## src/esc_stage.sv

```systemverilog
// ----------------------------------------------------------------------------
// Epoch seconds to calendar: pipeline register stage
// One valid/stall register slice used between compute stages.
// ----------------------------------------------------------------------------
module esc_stage #(
    parameter int Width = 8
) (
    input  logic             clk,
    input  logic             rst_n,
    input  logic             in_valid,
    output logic             in_stall,
    input  logic [Width-1:0] in_data,
    output logic             out_valid,
    input  logic             out_stall,
    output logic [Width-1:0] out_data
);
    logic             valid_reg;
    logic [Width-1:0] data_reg;

    // The slice loads whenever it is empty or its beat is leaving.
    assign in_stall  = valid_reg && out_stall;
    assign out_valid = valid_reg;
    assign out_data  = data_reg;

    always_ff @(posedge clk or negedge rst_n)
    begin
        if (!rst_n)
        begin
            valid_reg <= 1'b0;
        end
        else if (!in_stall)
        begin
            valid_reg <= in_valid;
        end
    end

    always_ff @(posedge clk)
    begin
        if (!in_stall && in_valid)
        begin
            data_reg <= in_data;
        end
    end
endmodule

```

## config.mk

```make
export PLATFORM = sky130hd
export DESIGN_NAME = esc_stage
export DESIGN_NICKNAME = d
export VERILOG_FILES = /design/src/esc_stage.sv
export SDC_FILE = /design/constraint.sdc
export NUM_CORES = 1
export LEC_CHECK = 0
export BUFFER_PORTS_ARGS = -buffer_cell sky130_fd_sc_hd__buf_2
export CORE_AREA = 5 5 42 44
export DETAILED_ROUTE_END_ITERATION = 8
export DIE_AREA = 0 0 47 49
export GPL_ROUTABILITY_DRIVEN = 0
export PLACE_DENSITY = 0.63
export SYNTH_ARGS = -nofsm -noshare
export SYNTH_HDL_FRONTEND = slang
export SYNTH_SLANG_ARGS = --single-unit
```

## constraint.sdc

```tcl
create_clock -name clk -period 1 [get_ports clk]
set_input_delay 0.05 -clock clk [delete_from_list [all_inputs] [get_ports clk]]
set_output_delay 0.05 -clock clk [all_outputs]
set_load 0.03 [all_outputs]
```

==> qor.txt, run 1 <==
TritonCTS Buffers: 3
multi-input logic area: 35.0 µm²
HP Start: out_stall
FP Rows: 14
Worst-path clk slew: 0.06 ns
pre-CTS WS: -0.00768 ns
fin crit period: 1.12 ns
vias per std cell: 3.82
initial core utilization: 0.207
Mapped Cells: 12
DRC viols: 0
data arrival time of the worst path: 1.07 ns
Mapped Avg Cell Area: 24.2 µm²
status: complete, but fails checks
GRT overflow: 0
layout cells sized above 1: 0.620
clock sinks: 9
worst hold margin: 0.0586 ns
routed wire length: 711 µm
First DRT Iteration DRCs: 2
CP Max Fanout: 3
Die ar.: 2300 µm²
Yosys reg bits: 9
Slew Limit Headroom: 0.820
Max Cap Viol: 0
Hold Path Class: in -> reg
synthesized area: 290 µm²
number of distinct library cells after synthesis: 5
vias in the first global route: 275
Syn-to-layout area delta: 107%
worst r2r src: out_valid$_DFFE_PN0N_
endpoints failing setup: 10
Die Wd: 47 µm
Diodes inserted: 0
drt pass-1 iters: 2
largest net degree at the start of global routing: 9
clock latency on the worst-skew pair: 0.26 ns
final setup margin: -0.125 ns
crit path from: out_valid$_DFFE_PN0N_
Worst setup EP type: primary output
Routed Antenna Nets: 0
first-pass GRT wire length: 1.11 mm
VDD IR max: 0.619 mV
sequential cell area: 267 µm²
Hold Vio Cnt, Final: 0
Avg WL per Cell: 10.8 µm
# nets final: 63
fmax: 0.889 GHz
total power: 0.890 mW
Final Cycle Share: 1.12
# IOs: 22
CTS tree: done
critical path class: reg -> out
core area: 1400 µm²
clk buf depth: 2
Synth Warn #: 0
initial antenna violation count: 0
Filler Cell Count: 139
worst slew pin tran: 0.270 ns
Worst Setup Start Kind: register
synthesized net count: 24
Die H: 49 µm
via count: 252
Req. time, crit path: 0.95 ns
H-tree depth: 1
Seq/Total Area, Yosys: 0.914
Slew Limit Fails: 0
CTS Root Cell: clkbuf_4
PwrDens: 1480 nW/µm²
failing checks: setup timing
GRT Total Usage: 0.0764
Leak: 0.269 nW
I/O Buffers: 21
Layout Skew: 0.000275 ns
RSZ-0062 raised after global routing: true
-- kinds of logic after synthesis --
family | after synthesis | share of synthesized area
flops | 9 | 0.914
compound gates | 2 | 0.0647
simple gates | 1 | 0.0216
-- area by class of cell --
class / instances / share of cell area
multi-input combinational: 3 / 0.0583
clock buffer: 3 / 0.0375
clock inverter: 1 / 0.00833
tap: 16 / 0.0333
sequential: 9 / 0.444
timing repair buffer: 34 / 0.419
-- placed cells by master (no fill, tap or decap), drive strengths merged --
| master | netlist | routed |
|---|---|---|
| a21o | 1 | 1 |
| dfrtp | 1 | 1 |
| dlygate4sd3 | 0 | 10 |
| clkbuf | 0 | 3 |
| buf | 0 | 24 |
| a21boi | 1 | 1 |
| edfxtp | 8 | 8 |
| and2 | 1 | 1 |
| clkinv | 0 | 1 |
-- through the flow --
step / utilization / setup TNS [ns] / instances / instance area, µm²
finish: 0.429 / -1.15 / 66 / 601
global route: 0.429 / -1.59 / 66 / 601
CTS: 0.418 / -1.17 / 65 / 586
detailed placement: 0.308 / -0.0602 / 50 / 432
global placement: 0.308 / 0 / 50 / 432
floorplan: - / -0.445 / 12 / 299
-- report_power, final --
part           internal, mW  total [mW]  switching (mW)
clock network         0.148       0.279           0.132
logic                0.0864       0.170          0.0835
registers             0.435       0.441         0.00633
total                 0.669       0.890           0.221
-- critical path: stages, from the launching register on --
cell and delay [ns]:
dfrtp_2 0.42, buf_6 0.12, and2_4 0.15, buf_6 0.13
-- sequential cells by signal, indices dropped and copies added, names as in the netlist --
register	count
out_valid	1
out_data	8
-- worst paths after layout --
| check | slack (ns) | depth (start not counted) | to |
|---|---|---|---|
| min | 0.06 | 2 | out_valid$_DFFE_PN0N_ |
| max reg2reg | -0.12 | 2 | out_data[4]$_DFFE_PP_ |
| min in group asynchronous | 0.08 | 2 | out_valid$_DFFE_PN0N_ |
| min reg2reg | 0.61 | 2 | out_valid$_DFFE_PN0N_ |
| max | -0.12 | 3 | in_stall |
| max in group asynchronous | 0.82 | 2 | out_valid$_DFFE_PN0N_ |
-- metal layers --
layer | up-vias | share of wire | track usage | wire length [µm]
met5 | - | 0 | 0 | 0
met4 | 0 | 0.020 | 0.0691 | 14
met3 | 2 | 0.17 | 0.0590 | 123
met2 | 24 | 0.38 | 0.0950 | 271
met1 | 104 | 0.42 | 0.0782 | 302
li1 | 122 | - | - | -
-- synthesized netlist by cell type, drive strengths merged --
cell | count | area (µm²)
and2 | 1 | 6.26
a21boi | 1 | 11.3
dfrtp | 1 | 25.0
a21o | 1 | 7.51
edfxtp | 8 | 240
-- repair_timing --
| item | CTS | global route |
|---|---|---|
| hold endpoints to repair | 10 | 0 |
| setup buffers | 1 | 1 |
| gates resized for setup | 6 | 2 |
| pin swaps | 0 | 1 |
| setup endpoints to repair | 10 | 10 |
| hold buffers | 10 | 0 |
Note: power is estimated with default switching activity, not from simulation.
==> run 2: changes to the inputs <==
--- a/config.mk
+++ b/config.mk
@@ -10,7 +10,9 @@
 export DETAILED_ROUTE_END_ITERATION = 8
 export DIE_AREA = 0 0 47 49
 export GPL_ROUTABILITY_DRIVEN = 0
-export PLACE_DENSITY = 0.63
+export GPL_TIMING_DRIVEN = 1
+export PLACE_DENSITY = 0.61
+export SKIP_CTS_REPAIR_TIMING = 1
 export SYNTH_ARGS = -nofsm -noshare
 export SYNTH_HDL_FRONTEND = slang
 export SYNTH_SLANG_ARGS = --single-unit
==> constraint.sdc (replaced) <==
create_clock -name clk -period 1.4 [get_ports clk]
set_input_delay 0.07 -clock clk [delete_from_list [all_inputs] [get_ports clk]]
set_output_delay 0.07 -clock clk [all_outputs]
set_load 0.03 [all_outputs]
==> qor.txt, run 2 (synthesis gave the netlist of run 1 again) <==
VDD IR max: 0.432 mV (-30%)
endpoints failing setup: 0 (-10)
DRC viols: 0 (unchanged)
initial antenna violation count: 0 (unchanged)
FP Rows: 14 (unchanged)
most frequent cells in the layout: buf_2 (21), dlygate4sd3_1 (9), edfxtp_1 (8)
initial core utilization: 0.207 (unchanged)
final setup margin: 0.270 ns (+0.395 ns)
Die Wd: 47 µm (unchanged)
clk buf depth: 2 (unchanged)
critical path class: reg -> reg
Slew Limit Headroom: 0.728 (-0.0913)
clock sinks: 9 (unchanged)
RSZ-0062 raised after global routing: false
Req. time, crit path: 1.31 ns (+0.36 ns)
Final Cycle Share: 0.807
total power: 0.603 mW (-32%)
Die ar.: 2300 µm² (unchanged)
cell area after layout: 532 µm² (-11%)
via count: 242 (-4.0%)
largest net degree at the start of global routing: 9 (unchanged)
fin crit period: 1.13 ns
routed wire length: 716 µm (+0.70%)
Diodes inserted: 0 (unchanged)
Post-DP Area: 415 µm² (-3.8%)
Switch Pwr: 0.142 mW (-36%)
H-tree depth: 1 (unchanged)
Avg WL per Cell: 11.5 µm (+7.2%)
Worst Setup Start Kind: register
critical path's top delay family: flip-flops
fmax: 0.885 GHz
Hold Path Class: in -> reg
CTS Root Cell: clkbuf_4
I/O Buffers: 21 (unchanged)
# IOs: 22 (unchanged)
status: finished clean
Routed Antenna Nets: 0 (unchanged)
final core occ: 0.379 (-0.0491)
first-pass GRT wire length: 1.01 mm (-9.3%)
Leak: 0.234 nW (-13%)
GR met1 Demand/Resource: 0.0801 (+0.00193)
critical-path cell list: a21boi_2
Sw Share: 0.235 (-0.0135)
clock latency on the worst-skew pair: 0.25 ns (about the same)
Crit path buffers/inverters: 0 (-2)
Slew Limit Fails: 0 (unchanged)
First DRT Iteration DRCs: 2 (unchanged)
# nets final: 59 (-6.3%)
GRT overflow: 0 (unchanged)
setup TNS: 0 ns (+1.15 ns)
TritonCTS Buffers: 3 (unchanged)
Most Used Layer, Global Route: met1
worst slew pin tran: 0.405 ns (+0.135 ns)
vias in the first global route: 213 (-23%)
drt pass-1 iters: 2 (unchanged)
met3 usage: 0.0775 (+0.0185)
clock power share: 0.318 (+0.004)
CTS tree: done
vias per std cell: 3.90 (+2.2%)
combinational share of power: 0.159 (-0.032)
Worst-path clk slew: 0.06 ns (about the same)
share of power burned in registers: 0.524 (+0.028)
Power Internal: 0.461 mW (-31%)
CP Max Fanout: 8 (+5)
most common cell after layout, fill and taps aside: buf_2
PwrDens: 1130 nW/µm² (-24%)
Slowest-stage cell, CP: dfrtp_1
Syn-to-layout area delta: 83.2%
Worst setup EP type: register
GRT Total Usage: 0.0706 (-0.00582)
Layout Skew: 0.00373 ns (+0.00345 ns)
core area: 1400 µm² (unchanged)
layout cells sized above 1: 0.543 (-0.0765)
Hold Vio Cnt, Final: 0 (unchanged)
grt met2 use: 0.0633 (-0.0317)
Max Cap Viol: 0 (unchanged)
data arrival time of the worst path: 1.04 ns (-0.03 ns)
Largest register FFs: 8 (unchanged)
slowest stage delay, CP: 0.41 ns (about the same)
pre-CTS WS: 0.265 ns (+0.273 ns)
Die H: 49 µm (unchanged)
-- run 2: changes by cell type in the layout (fill, tap and decap cells not counted), sizes merged --
cell | before | now
buf | 24 | 21
clkbuf | 3 | 4
clkinv | 1 | 0
dlygate4sd3 | 10 | 9
-- run 2: final cells by class --
| class | count | area [µm²] |
|---|---|---|
| well taps | 16 | 20.0 |
| multi-input cells | 3 | 25.0 |
| clock buffers | 4 | 26.3 |
| repair buffers | 30 | 195 |
| fillers | 147 | 870 |
| flip-flops and latches | 9 | 265 |
-- run 2: power groups by stage --
stage | Clock [mW] | Combinational, mW | Sequential [mW]
finish | 0.192 | 0.0956 | 0.316
detailed placement | 0 | 0.0767 | 0.322
global route | 0.234 | 0.102 | 0.317
global placement | 0 | 0.0762 | 0.321
floorplan | 0 | 0.0130 | 0.351
CTS | 0.202 | 0.0769 | 0.316
-- run 2: through the flow --
stage	hold WS (ns)	std cells
final	0.0128	62
after global routing	0.00455	62
after CTS	-0.432	53
after detailed placement	-0.151	49
after global placement	-0.154	49
after floorplan	-0.226	12
-- run 2: path summary, 6_finish.rpt --
| check | slack [ns] | end | start | cells after the start |
|---|---|---|---|---|
| worst max-delay path | 0.27 | out_data[5]$_DFFE_PP_ | out_valid$_DFFE_PN0N_ | 1 |
| worst min register to register | 0.56 | out_valid$_DFFE_PN0N_ | out_valid$_DFFE_PN0N_ | 1 |
| worst min-delay path | 0.01 | out_valid$_DFFE_PN0N_ | in_valid | 2 |
| worst max register to register | 0.27 | out_data[5]$_DFFE_PP_ | out_valid$_DFFE_PN0N_ | 1 |
| min in group asynchronous | 0.13 | out_valid$_DFFE_PN0N_ | rst_n | 2 |
| max in group asynchronous | 1.18 | out_valid$_DFFE_PN0N_ | rst_n | 2 |
-- run 2: routing by layer --
metal | share of wire | vias to the layer above
met5 | 0 | -
met1 | 0.36 | 103
met2 | 0.41 | 22
li1 | - | 115
met3 | 0.21 | 2
met4 | 0.015 | 0
==> run 3: changes to the inputs <==
--- a/config.mk
+++ b/config.mk
@@ -11,7 +11,7 @@
 export DIE_AREA = 0 0 47 49
 export GPL_ROUTABILITY_DRIVEN = 0
 export GPL_TIMING_DRIVEN = 1
-export PLACE_DENSITY = 0.61
+export PLACE_DENSITY = 0.63
 export SKIP_CTS_REPAIR_TIMING = 1
 export SYNTH_ARGS = -nofsm -noshare
 export SYNTH_HDL_FRONTEND = slang
==> constraint.sdc (replaced) <==
create_clock -name clk -period 0.9 [get_ports clk]
set_input_delay 0.045 -clock clk [delete_from_list [all_inputs] [get_ports clk]]
set_output_delay 0.045 -clock clk [all_outputs]
set_load 0.03 [all_outputs]
==> qor.txt, run 3 (synthesis gave the netlist of run 1 again) <==
clk buf depth: 2 (unchanged)
initial antenna violation count: 0 (unchanged)
Sw Share: 0.238 (+0.00312)
placed cells: 50 (+2.0%)
layout cells sized above 1: 0.592 (+0.0484)
setup TNS: -1.39 ns (-1.39 ns)
Hold Vio Cnt, Final: 0 (unchanged)
status: complete, but fails checks
I/O Buffers: 21 (unchanged)
VDD IR max: 0.686 mV (+59%)
final setup margin: -0.215 ns (-0.485 ns)
Most Used Layer, Global Route: met1
Worst-path clk slew: 0.06 ns (about the same)
PwrDens: 1660 nW/µm² (+47%)
routed wire length: 724 µm (+1.1%)
combinational share of power: 0.185 (+0.026)
clock latency on the worst-skew pair: 0.25 ns (about the same)
CTS tree: done
Die H: 49 µm (unchanged)
clock power share: 0.312 (-0.006)
TritonCTS Buffers: 3 (unchanged)
Worst Setup Start Kind: register
failing checks: setup timing
met3 usage: 0.0554 (-0.0221)
core area: 1400 µm² (unchanged)
Die Wd: 47 µm (unchanged)
fmax: 0.897 GHz
Crit path top cell by count: buf_6
Die ar.: 2300 µm² (unchanged)
vias in the first global route: 220 (+3.3%)
Final Non-Filler Cells: 65 (+4.8%)
Diodes inserted: 0 (unchanged)
Req. time, crit path: 0.85 ns (-0.46 ns)
clock sinks: 9 (unchanged)
First DRT Iteration DRCs: 1 (-1)
DRC viols: 0 (unchanged)
Largest register FFs: 8 (unchanged)
share of power burned in registers: 0.503 (-0.021)
slowest stage delay, CP: 0.42 ns (about the same)
critical path class: reg -> out
GRT overflow: 0 (unchanged)
H-tree depth: 1 (unchanged)
worst slew pin tran: 0.281 ns (-0.124 ns)
Slew Limit Headroom: 0.812 (+0.0839)
Layout Skew: 0.000878 ns (-0.00285 ns)
via count: 246 (+1.7%)
CTS Root Cell: clkbuf_4
drt pass-1 iters: 2 (unchanged)
# nets final: 62 (+5.1%)
final core occ: 0.419 (+0.0393)
largest net degree at the start of global routing: 9 (unchanged)
GR met1 Demand/Resource: 0.0915 (+0.0114)
Final Cycle Share: 1.24
most frequent cells in the layout: buf_2 (18), dlygate4sd3_1 (10), edfxtp_1 (8)
Crit path buffers/inverters: 2 (+2)
first-pass GRT wire length: 986 µm (-2.1%)
Slowest-stage cell, CP: dfrtp_2
data arrival time of the worst path: 1.07 ns (+0.03 ns)
Slew Limit Fails: 0 (unchanged)
grt met2 use: 0.0588 (-0.00452)
CP Max Fanout: 2 (-6)
Syn-to-layout area delta: 102%
critical-path cell list: buf_6 > and2_4 > buf_6
Power Internal: 0.744 mW (+61%)
initial core utilization: 0.207 (unchanged)
FP Rows: 14 (unchanged)
most common cell after layout, fill and taps aside: buf_2
Avg WL per Cell: 11.1 µm (-3.5%)
fin crit period: 1.12 ns
endpoints failing setup: 11 (+11)
Max Cap Viol: 0 (unchanged)
RSZ-0062 raised after global routing: true
vias per std cell: 3.78 (-3.0%)
Filler Cell Count: 140 (-4.8%)
critical path's top delay family: flip-flops
Switch Pwr: 0.233 mW (+64%)
GRT Total Usage: 0.0642 (-0.00642)
Hold Path Class: in -> reg
# IOs: 22 (unchanged)
Leak: 0.260 nW (+11%)
Worst setup EP type: primary output
Routed Antenna Nets: 0 (unchanged)
[run 3: cell count changes in the layout (fill, tap and decap cells not counted), sizes merged]
| cell | delta |
|---|---|
| buf | +2 |
| dlygate4sd3 | +1 |
[run 3: metrics by stage]
stage | area [µm²] | total power, mW | setup WS (ns) | hold slack [ns]
after global placement | 432 | 0.628 | -0.0919 | -0.179
after floorplan | 299 | 0.571 | -0.156 | -0.251
after detailed placement | 432 | 0.629 | -0.112 | -0.176
final | 587 | 0.976 | -0.215 | 0.0632
after CTS | 458 | 0.934 | -0.280 | -0.455
after global routing | 587 | 1.02 | -0.250 | 0.0676
[run 3: power groups by stage]
stage | registers, mW | logic, mW | clock network, mW
finish | 0.491 | 0.181 | 0.305
global route | 0.494 | 0.193 | 0.334
CTS | 0.491 | 0.129 | 0.314
detailed placement | 0.500 | 0.129 | 0
global placement | 0.500 | 0.128 | 0
floorplan | 0.548 | 0.0228 | 0
[run 3: final timing paths]
check	startpoint	to	slack [ns]	cells past startpoint
max	out_valid$_DFFE_PN0N_	in_stall	-0.22	3
min	out_stall	out_valid$_DFFE_PN0N_	0.06	2
max reg2reg	out_valid$_DFFE_PN0N_	out_data[7]$_DFFE_PP_	-0.12	1
min in group asynchronous	rst_n	out_valid$_DFFE_PN0N_	0.11	2
max in group asynchronous	rst_n	out_valid$_DFFE_PN0N_	0.70	2
min reg2reg	out_valid$_DFFE_PN0N_	out_data[5]$_DFFE_PP_	0.66	1
[run 3: final cells by class]
cell class | instances | area (µm²) | share of cell area
tap | 16 | 20.0 | 0.0341
sequential | 9 | 267 | 0.454
clock buffer | 4 | 26.3 | 0.0448
multi-input combinational | 3 | 35.0 | 0.0597
timing repair buffer | 33 | 239 | 0.407
[run 3: layer usage]
metal / share of wire / wire length, µm
met5: 0 / 0
met1: 0.44 / 317
met4: 0 / 0
met2: 0.37 / 265
met3: 0.19 / 141
